[src/hw/rtl/classifier_vote_smoother_core_defines.svh]
// Assertion helpers shared by the RTL that checks itself.
`ifndef CLASSIFIER_VOTE_SMOOTHER_CORE_DEFINES_SVH
`define CLASSIFIER_VOTE_SMOOTHER_CORE_DEFINES_SVH

// Same-cycle implication, disabled while reset is asserted.
`define CVS_ASSERT_IMPL(label, clk, rstn, ante, cons) \
    label: assert property (@(posedge clk) disable iff (!(rstn)) (ante) |-> (cons)) \
        else $error("cvs: same-cycle check failed");

// Next-cycle implication, disabled while reset is asserted.
`define CVS_ASSERT_NEXT(label, clk, rstn, ante, cons) \
    label: assert property (@(posedge clk) disable iff (!(rstn)) (ante) |=> (cons)) \
        else $error("cvs: next-cycle check failed");

`endif

[src/hw/rtl/cvs_pkg.sv]
`timescale 1ns / 1ps

package cvs_pkg;

    // Field widths.
    localparam int PIXELS_W = 11;
    localparam int CLASS_W  = 3;
    localparam int CONF_W   = 16;
    localparam int VOTES_W  = 4;

    // Configuration port.
    localparam int CFG_IDX_W  = 2;
    localparam int CFG_DATA_W = 16;

    localparam logic [CFG_IDX_W-1:0] CFG_IDX_ACTIVITY   = 2'd0;
    localparam logic [CFG_IDX_W-1:0] CFG_IDX_CONFIDENCE = 2'd1;
    localparam logic [CFG_IDX_W-1:0] CFG_IDX_VOTES      = 2'd2;

    localparam logic [PIXELS_W-1:0] ACTIVITY_THR_RST   = 11'd20;
    localparam logic [CONF_W-1:0]   CONFIDENCE_THR_RST = 16'd26214;  // about 0.40 in Q0.16
    localparam logic [VOTES_W-1:0]  VOTE_THR_RST       = 4'd5;

    // Stream payload widths.
    localparam int S_TDATA_W = 32;
    localparam int M_TDATA_W = 8;

    // Width used when comparing class indexes against class counts.
    localparam int CIDX_CMP_W = 5;

    typedef struct packed {
        logic [PIXELS_W-1:0] active_pixels;
        logic [CLASS_W-1:0]  predicted_class;
        logic [CONF_W-1:0]   class_confidence;
        logic                inference_ok;
    } cvs_item_t;

    typedef struct packed {
        logic                class_valid;
        logic [CLASS_W-1:0]  stable_class;
        logic [VOTES_W-1:0]  top_votes;
    } cvs_vote_t;

endpackage

[src/hw/rtl/classifier_vote_smoother_core.sv]
`timescale 1ns / 1ps
// Channel  | Dir | Beat contents
// ---------+-----+-----------------------------------------------------------
// s_       | in  | one frame's classifier result (pixels, class, confidence, ok)
// m_       | out | one stabilized class decision per input beat
// cfg_     | in  | register write: 0 activity, 1 confidence, 2 vote threshold
//
// Every accepted input beat yields exactly one output beat, presented on m_
// once it has passed the stages below. While m_tready does not stall, the
// block takes one beat every cycle: an input register, the window update, and
// the vote register each hold one item, and the vote of one item is formed
// while the next updates the window.
// Reset (aresetn low, synchronous) empties the window, restores the register
// defaults and drops any beats in flight. A stall on m_tready holds the output
// beat; earlier stages still fill any gaps, then s_tready falls.

`include "classifier_vote_smoother_core_defines.svh"

module classifier_vote_smoother_core import cvs_pkg::*; #(
    parameter int WINDOW_LEN  = 10,
    parameter int NUM_CLASSES = 8
) (
    input  logic                  aclk,
    input  logic                  aresetn,

    input  logic                  s_tvalid,
    output logic                  s_tready,
    // [10:0] active_pixels, [13:11] predicted_class, [29:14] class_confidence,
    // [31:30] zero
    input  logic [S_TDATA_W-1:0]  s_tdata,
    // [0] inference_ok
    input  logic                  s_tuser,

    output logic                  m_tvalid,
    input  logic                  m_tready,
    // [2:0] stable_class, [6:3] top_votes, [7] zero
    output logic [M_TDATA_W-1:0]  m_tdata,
    // [0] class_valid
    output logic                  m_tuser,

    input  logic                  cfg_wr_en,
    input  logic [CFG_IDX_W-1:0]  cfg_index,
    input  logic [CFG_DATA_W-1:0] cfg_wdata
);

    localparam int TallyW = $clog2(WINDOW_LEN + 1);

    // Configuration registers.
    logic [PIXELS_W-1:0] act_thr_reg;
    logic [CONF_W-1:0]   conf_thr_reg;
    logic [VOTES_W-1:0]  vote_thr_reg;

    // Pipeline registers.
    logic       in_valid_reg;
    cvs_item_t  in_item_reg;
    logic       vote_valid_reg;
    logic       out_valid_reg;
    cvs_vote_t  out_reg;

    logic       out_load;
    logic       win_ready;
    logic       advance;
    logic       s_accept;

    logic [TallyW-1:0] tally [NUM_CLASSES];
    cvs_vote_t         vote;

    // The output register frees when it is empty or its beat is taken; each
    // earlier stage moves when the stage after it can take its item.
    assign out_load  = !out_valid_reg || m_tready;
    assign win_ready = !vote_valid_reg || out_load;
    assign advance   = in_valid_reg && win_ready;
    assign s_tready  = !in_valid_reg || win_ready;
    assign s_accept  = s_tvalid && s_tready;

    always_ff @(posedge aclk) begin
        if (!aresetn) begin
            act_thr_reg  <= ACTIVITY_THR_RST;
            conf_thr_reg <= CONFIDENCE_THR_RST;
            vote_thr_reg <= VOTE_THR_RST;
        end else if (cfg_wr_en) begin
            case (cfg_index)
                CFG_IDX_ACTIVITY:   act_thr_reg  <= cfg_wdata[PIXELS_W-1:0];
                CFG_IDX_CONFIDENCE: conf_thr_reg <= cfg_wdata[CONF_W-1:0];
                CFG_IDX_VOTES:      vote_thr_reg <= cfg_wdata[VOTES_W-1:0];
                default: ;  // Unknown registers are ignored.
            endcase
        end
    end

    always_ff @(posedge aclk) begin
        if (!aresetn) begin
            in_valid_reg   <= 1'b0;
            vote_valid_reg <= 1'b0;
            out_valid_reg  <= 1'b0;
        end else begin
            if (s_tready) begin
                in_valid_reg <= s_tvalid;
            end
            if (win_ready) begin
                vote_valid_reg <= in_valid_reg;
            end
            if (out_load) begin
                out_valid_reg <= vote_valid_reg;
            end
        end
    end

    always_ff @(posedge aclk) begin
        if (s_accept) begin
            in_item_reg.active_pixels    <= s_tdata[10:0];
            in_item_reg.predicted_class  <= s_tdata[13:11];
            in_item_reg.class_confidence <= s_tdata[29:14];
            in_item_reg.inference_ok     <= s_tuser;
        end
        if (out_load && vote_valid_reg) begin
            out_reg <= vote;
        end
    end

    // The window and tallies advance with the item leaving the input register.
    cvs_window #(
        .WINDOW_LEN  (WINDOW_LEN),
        .NUM_CLASSES (NUM_CLASSES)
    ) u_window (
        .aclk       (aclk),
        .aresetn    (aresetn),
        .advance_i  (advance),
        .item_i     (in_item_reg),
        .act_thr_i  (act_thr_reg),
        .conf_thr_i (conf_thr_reg),
        .tally_o    (tally)
    );

    // The tallies hold the state left by the item in the vote stage; the
    // next item cannot touch them until that vote has been registered.
    cvs_vote #(
        .WINDOW_LEN  (WINDOW_LEN),
        .NUM_CLASSES (NUM_CLASSES)
    ) u_vote (
        .tally_i    (tally),
        .vote_thr_i (vote_thr_reg),
        .vote_o     (vote)
    );

    assign m_tvalid = out_valid_reg;
    assign m_tdata  = {1'b0, out_reg.top_votes, out_reg.stable_class};
    assign m_tuser  = out_reg.class_valid;

    // An output beat without a class carries class index zero.
    `CVS_ASSERT_IMPL(a_none_zero_class, aclk, aresetn,
        m_tvalid && !m_tuser, m_tdata[2:0] == '0)

    // If WINDOW_LEN < 16, a valid class has >= 1 vote and meets the threshold.
    `CVS_ASSERT_IMPL(a_valid_meets_thr, aclk, aresetn,
        m_tvalid && m_tuser && (WINDOW_LEN < 16),
        (m_tdata[6:3] != '0) && (m_tdata[6:3] >= vote_thr_reg))

    // An item in the vote stage that cannot leave is still there next cycle.
    `CVS_ASSERT_NEXT(a_vote_held, aclk, aresetn,
        vote_valid_reg && !out_load, vote_valid_reg)

endmodule

[src/hw/rtl/cvs_window.sv]
`timescale 1ns / 1ps

// Sliding vote window: ring buffer of class entries plus per-class tallies,
// updated by each advancing item that is quiet or carries inference_ok.
module cvs_window import cvs_pkg::*; #(
    parameter int WINDOW_LEN  = 10,
    parameter int NUM_CLASSES = 8,
    localparam int TallyW     = $clog2(WINDOW_LEN + 1)
) (
    input  logic                aclk,
    input  logic                aresetn,
    input  logic                advance_i,
    input  cvs_item_t           item_i,
    input  logic [PIXELS_W-1:0] act_thr_i,
    input  logic [CONF_W-1:0]   conf_thr_i,
    output logic [TallyW-1:0]   tally_o [NUM_CLASSES]
);

    localparam int PtrW = (WINDOW_LEN > 1) ? $clog2(WINDOW_LEN) : 1;
    localparam int SumW = TallyW + 1;

    logic [CLASS_W-1:0] win_cls_reg [WINDOW_LEN];
    logic [WINDOW_LEN-1:0] win_vld_reg, win_vld_next;
    logic [PtrW-1:0]    head_reg, head_next;
    logic [TallyW-1:0]  fill_reg, fill_next;
    logic [TallyW-1:0]  tally_reg [NUM_CLASSES];
    logic [TallyW-1:0]  tally_next [NUM_CLASSES];

    logic               quiet;
    logic               do_push;
    logic               cls_ok;
    logic               has_class;
    logic               full;
    logic [CLASS_W-1:0] old_cls;
    logic               drop_vote;
    logic [SumW-1:0]    slot_sum;
    logic [SumW-1:0]    slot_wrap;
    logic [PtrW-1:0]    slot;
    logic [PtrW:0]      head_inc;
    logic [PtrW-1:0]    head_adv;
    logic               cls_we;
    logic               inc_k;
    logic               dec_k;

    always_comb begin
        quiet     = item_i.active_pixels <= act_thr_i;
        do_push   = quiet || item_i.inference_ok;
        cls_ok    = CIDX_CMP_W'(item_i.predicted_class) < CIDX_CMP_W'(NUM_CLASSES);
        has_class = !quiet && cls_ok && (item_i.class_confidence >= conf_thr_i);
        full      = fill_reg == TallyW'(WINDOW_LEN);
        old_cls   = win_cls_reg[head_reg];
        drop_vote = full && win_vld_reg[head_reg];

        // Head plus fill stays below twice the window length.
        slot_sum  = SumW'(head_reg) + SumW'(fill_reg);
        slot_wrap = (slot_sum >= SumW'(WINDOW_LEN)) ? slot_sum - SumW'(WINDOW_LEN)
                                                    : slot_sum;
        slot      = full ? head_reg : slot_wrap[PtrW-1:0];

        head_inc  = (PtrW + 1)'(head_reg) + (PtrW + 1)'(1);
        head_adv  = (head_inc == (PtrW + 1)'(WINDOW_LEN)) ? '0 : head_inc[PtrW-1:0];

        cls_we       = advance_i && do_push && !quiet && has_class;
        win_vld_next = win_vld_reg;
        head_next    = head_reg;
        fill_next    = fill_reg;
        tally_next   = tally_reg;
        inc_k        = 1'b0;
        dec_k        = 1'b0;

        if (advance_i && do_push) begin
            if (quiet) begin
                // A quiet frame empties the window and leaves one "none" entry.
                win_vld_next = '0;
                head_next    = '0;
                fill_next    = TallyW'(1);
                for (int k = 0; k < NUM_CLASSES; k++) begin
                    tally_next[k] = '0;
                end
            end else begin
                if (full) begin
                    win_vld_next[head_reg] = 1'b0;
                    head_next              = head_adv;
                end else begin
                    fill_next = fill_reg + TallyW'(1);
                end
                win_vld_next[slot] = has_class;
                for (int k = 0; k < NUM_CLASSES; k++) begin
                    dec_k = drop_vote && (CIDX_CMP_W'(old_cls) == CIDX_CMP_W'(k));
                    inc_k = has_class &&
                            (CIDX_CMP_W'(item_i.predicted_class) == CIDX_CMP_W'(k));
                    tally_next[k] = tally_reg[k] + TallyW'(inc_k) - TallyW'(dec_k);
                end
            end
        end
    end

    always_ff @(posedge aclk) begin
        if (!aresetn) begin
            win_vld_reg <= '0;
            head_reg    <= '0;
            fill_reg    <= '0;
            for (int k = 0; k < NUM_CLASSES; k++) begin
                tally_reg[k] <= '0;
            end
        end else begin
            win_vld_reg <= win_vld_next;
            head_reg    <= head_next;
            fill_reg    <= fill_next;
            tally_reg   <= tally_next;
        end
    end

    // Class entries are only read where their valid bit is set.
    always_ff @(posedge aclk) begin
        if (cls_we) begin
            win_cls_reg[slot] <= item_i.predicted_class;
        end
    end

    assign tally_o = tally_reg;

endmodule

[src/hw/rtl/cvs_vote.sv]
`timescale 1ns / 1ps

// Picks the class with the most votes; the lowest index wins ties.
module cvs_vote import cvs_pkg::*; #(
    parameter int WINDOW_LEN  = 10,
    parameter int NUM_CLASSES = 8,
    localparam int TallyW     = $clog2(WINDOW_LEN + 1)
) (
    input  logic [TallyW-1:0]  tally_i [NUM_CLASSES],
    input  logic [VOTES_W-1:0] vote_thr_i,
    output cvs_vote_t          vote_o
);

    logic [TallyW-1:0]     best;
    logic [CIDX_CMP_W-1:0] best_idx;
    logic                  valid;

    always_comb begin
        best     = '0;
        best_idx = '0;
        for (int k = 0; k < NUM_CLASSES; k++) begin
            if (tally_i[k] > best) begin
                best     = tally_i[k];
                best_idx = CIDX_CMP_W'(k);
            end
        end
        valid = (best != '0) && (8'(best) >= 8'(vote_thr_i));

        vote_o.class_valid  = valid;
        vote_o.stable_class = valid ? best_idx[CLASS_W-1:0] : '0;
        vote_o.top_votes    = VOTES_W'(best);
    end

endmodule
[config.mk]
export PLATFORM = sky130hd
export DESIGN_NAME = classifier_vote_smoother_core
export DESIGN_NICKNAME = d
export VERILOG_FILES = /design/src/hw/rtl/cvs_pkg.sv /design/src/hw/rtl/classifier_vote_smoother_core.sv /design/src/hw/rtl/cvs_window.sv /design/src/hw/rtl/cvs_vote.sv
export VERILOG_INCLUDE_DIRS = /design/src /design/src/hw/rtl
export SDC_FILE = /design/constraint.sdc
export NUM_CORES = 1
export LEC_CHECK = 0
export ABC_CLOCK_PERIOD_IN_PS = 16300
export BUFFER_PORTS_ARGS = -buffer_cell sky130_fd_sc_hd__buf_2
export CAP_MARGIN = 20
export CORE_MARGIN = 2
export CORE_UTILIZATION = 41
export DETAILED_ROUTE_END_ITERATION = 8
export HOLD_SLACK_MARGIN = 0.05
export PLACE_DENSITY_LB_ADDON = 0.25
export SLEW_MARGIN = 20
export SYNTH_ARGS = -nofsm -noshare
export SYNTH_HDL_FRONTEND = slang
export SYNTH_SLANG_ARGS = --single-unit
[constraint.sdc]
create_clock -name aclk -period 16.3 [get_ports aclk]
set_clock_uncertainty 0.15 [all_clocks]
set_input_delay 0.815 -clock aclk [delete_from_list [all_inputs] [get_ports aclk]]
set_output_delay 0.815 -clock aclk [all_outputs]
set_load 0.01 [all_outputs]
==> flow_metrics.py <==
metrics = {
    "outcome": {
        "status": "finished clean",
    },
    "synth": {
        "synth_top_area_cell": "edfxtp_1",
        "synthFlopType": "dfxtp_1",
        "synthTopCellsByArea": "edfxtp_1, dfxtp_1, ha_1",
        "synth_cell_types": 77,
        "ys_seq_elements": 157,
        "async_flop_share_pct": 0,
        "synth_nets": 1205,
        "synth_seq_area_share_pct": 39.0,
        "netlist_area_sq_um": 9830,
        "yosysWarnings": 0,
        "synth_edf_count": 69,
        "syn-instance-count": 1044,
        "syn_area_per_cell_sq_um": 9.42,
        "synth_top_area_share_pct": 21.1,
    },
    "power_and_ir_drop": {
        "p_seq_share_pct": 47.7,
        "leakage_uw": 0.00437,
        "total_power_uw": 899,
        "p_int_uw": 656,
        "switchingPower_uw": 243,
        "p_sw_share_pct": 27.0,
        "power.density_nw_per_um2": 81.2,
        "ir_worst_vdd_mv": 0.0644,
        "p_clk_share_pct": 44.1,
        "power_frac_comb_pct": 8.2,
    },
    "global_routing": {
        "grt_pass1_wl_mm": 37.1,
        "overflow": 0,
        "grt_pass1_vias": 7304,
        "grt_max_degree": 87,
        "antenna_found_initial": 0,
        "grt_usage_pct": 18.0,
    },
    "routing": {
        "dr_total_vias": 7606,
        "ant_nets": 0,
        "routedWlPerCell_microns": 15.8,
        "drt_iter0_drc": 515,
        "drc": 0,
        "drt_pass1_iterations": 5,
        "via_per_inst": 5.34,
        "wl_mm": 22.5,
    },
    "worst_setup_path": {
        "cp_common_cell": "ha_1",
        "cp.required_ns": 16.34,
        "path_buf_inv": 5,
        "cp_data_arrival_time_ns": 14.25,
        "crit_slowest_cell": "or3b_2",
        "worst-path-stages": 59,
        "cp_max_fo": 15,
        "cp-start-kind": "flop",
        "slowest_delay_ns": 0.48,
        "reg2reg_depth": 59,
        "crit_family": "compound AO/OA/AOI/OAI gates",
        "end_kind": "flop",
        "worstSetupPathType": "flop to flop",
    },
    "min_path": {
        "hold_depth": 2,
        "hold_path.class": "flop to flop",
    },
    "timing": {
        "fmax_mhz": 70.4,
        "rsz0062_at_grt": "false",
        "worst_pin_slew_ns": 1.01,
        "min_period_ns": 14.21,
        "setup_viol": 0,
        "tns_ns": 0,
        "slew_viol_final": 0,
        "maxSlewHeadroom_pct": 32.6,
        "final_hold_viol_count": 0,
        "period_share_pct": 87.2,
    },
    "finish": {
        "final_cell_area_sq_um": 11100,
        "final_util_pct": 47.2,
        "fillers": 2237,
        "largest_reg_flops": 32,
        "finalNetCount": 1253,
        "area_growth_pct": 12.7,
        "diodes": 0,
        "drive_above_1_share_pct": 13.3,
    },
    "die": {
        "die_w_microns": 159,
        "initial_core_util_pct": 41.9,
        "core_area_sq_um": 23500,
        "die_height_microns": 159,
        "ios": 67,
        "die_area_sq_um": 25200,
        "rows": 56,
    },
    "placed_design": {
        "portBuffers": 63,
        "placed_area_sq_um": 10400,
        "place_congestion": 0.906,
        "post-dp-hpwl_mm": 16.1,
    },
    "clock_network": {
        "clk_root_buffer_cell": "clkbuf_16",
        "insertion_delay_ns": 0.43,
        "h-tree-depth": 4,
        "cts_resized": 0,
        "clk_pin_slew_worst_paths_ns": 0.08,
        "postCtsHoldBufs": 0,
        "postCtsSetupBuffers": 0,
        "cts_inserted_buffers": 17,
        "cts_sinks": 157,
        "tritoncts": "built",
        "clockBufferDepth": 2,
    },
    "run": {
        "maxCapViolCount": 0,
    },
}
==> worst register-to-register path: cells and delay by family (launching register included) <==
kind                       cells  cell delay, ns
AOI/OAI and AO/OA             23            4.94
adders and majority gates     11            3.31
buffers and inverters          5            0.40
DFF                            1            0.35
muxes                          7            2.22
and+or+nand+nor               13            2.59
==> stage by stage <==
step / hold slack [ns] / worst slack, ns / instances
floorplan: 0.292 / 3.90 / 1044
global placement: 0.305 / 2.46 / 1391
detailed placement: 0.311 / 2.25 / 1391
CTS: 0.321 / 2.19 / 1423
global route: 0.340 / 1.09 / 1424
finish: 0.318 / 2.09 / 1424
==> synth_stat cells (15+ instances only) <==
cell and n:
a21boi_0 39, a21o_1 21, a21oi_1 66, clkbuf_1 38, dfxtp_1 88, edfxtp_1 69
ha_1 96, inv_1 95, mux2i_1 16, nand2_1 115, nand3_1 35, nor2_1 49
nor2b_1 30, nor3_1 22, o211ai_1 15, o21a_1 25, o21ai_0 41, xnor2_1 18
==> cell families after synthesis <==
| kind of cell | Yosys count | share of synthesized area, % |
|---|---|---|
| other | 1 | 0.0382 |
| adders and majority gates | 108 | 14.4 |
| AOI/OAI and AO/OA | 267 | 18.5 |
| xor gates and xnor gates | 19 | 1.69 |
| muxes | 37 | 4.99 |
| buffers and inverters | 136 | 5.35 |
| and+or+nand+nor | 319 | 16.1 |
| DFF | 157 | 39.0 |
==> layer usage <==
metal	track usage (%)	share of wire, %	vias up
li1	-	-	3825
met1	24.2	47	3614
met2	30.2	48	150
met3	3.11	3.7	17
met4	4.25	0.98	0
met5	0	0	-
==> power by group through the flow <==
stage	Clock (uW)	Sequential (uW)	Combinational (uW)
CTS	404	429	73.9
finish	396	429	73.5
global placement	0	438	72.3
detailed placement	0	438	73.5
floorplan	0	436	47.2
global route	420	430	82.5
==> placed cells by master, fill, tap and decap left out, types with 5 or more instances in the layout <==
cell,count
ha_1,96
inv_1,95
o21ai_0,41
xnor2_1,18
nand4_1,8
a21boi_0,39
nor2_1,49
mux2_2,12
or3_1,5
a21oi_1,66
buf_2,62
mux4_2,8
nor2b_1,30
nand3_1,35
mux2i_1,16
o211ai_1,15
buf_4,7
nor3b_1,11
a211oi_1,6
nand2_1,115
clkbuf_16,17
and2_1,12
and3_1,5
dfxtp_1,88
clkinv_8,5
edfxtp_1,69
nor3_1,22
o21a_1,25
a31oi_1,7
a21o_1,21
nand2b_1,5
fa_1,9
==> worst paths after layout <==
check,startpoint,to,slack (ns)
max reg2reg,u_window.tally_o[30]$_SDFFE_PN0P_,m_tuser$_DFFE_PP_,2.09
min,conf_thr_reg[11]$_SDFFE_PN0P_,conf_thr_reg[11]$_SDFFE_PN0P_,0.32
min reg2reg,conf_thr_reg[11]$_SDFFE_PN0P_,conf_thr_reg[11]$_SDFFE_PN0P_,0.32
max,u_window.tally_o[30]$_SDFFE_PN0P_,m_tuser$_DFFE_PP_,2.09
==> final cells by class <==
class / instances / area [sq um] / share of cell area, %
Clock buffer: 17 / 425 / 3.84
Clock inverter: 15 / 171 / 1.55
Inverter: 95 / 357 / 3.22
Multi-Input combinational cell: 751 / 5500 / 49.6
Sequential cell: 157 / 3830 / 34.6
Tap cell: 319 / 399 / 3.60
Timing Repair Buffer: 70 / 390 / 3.53
Note: power is estimated with default switching activity, not from simulation.
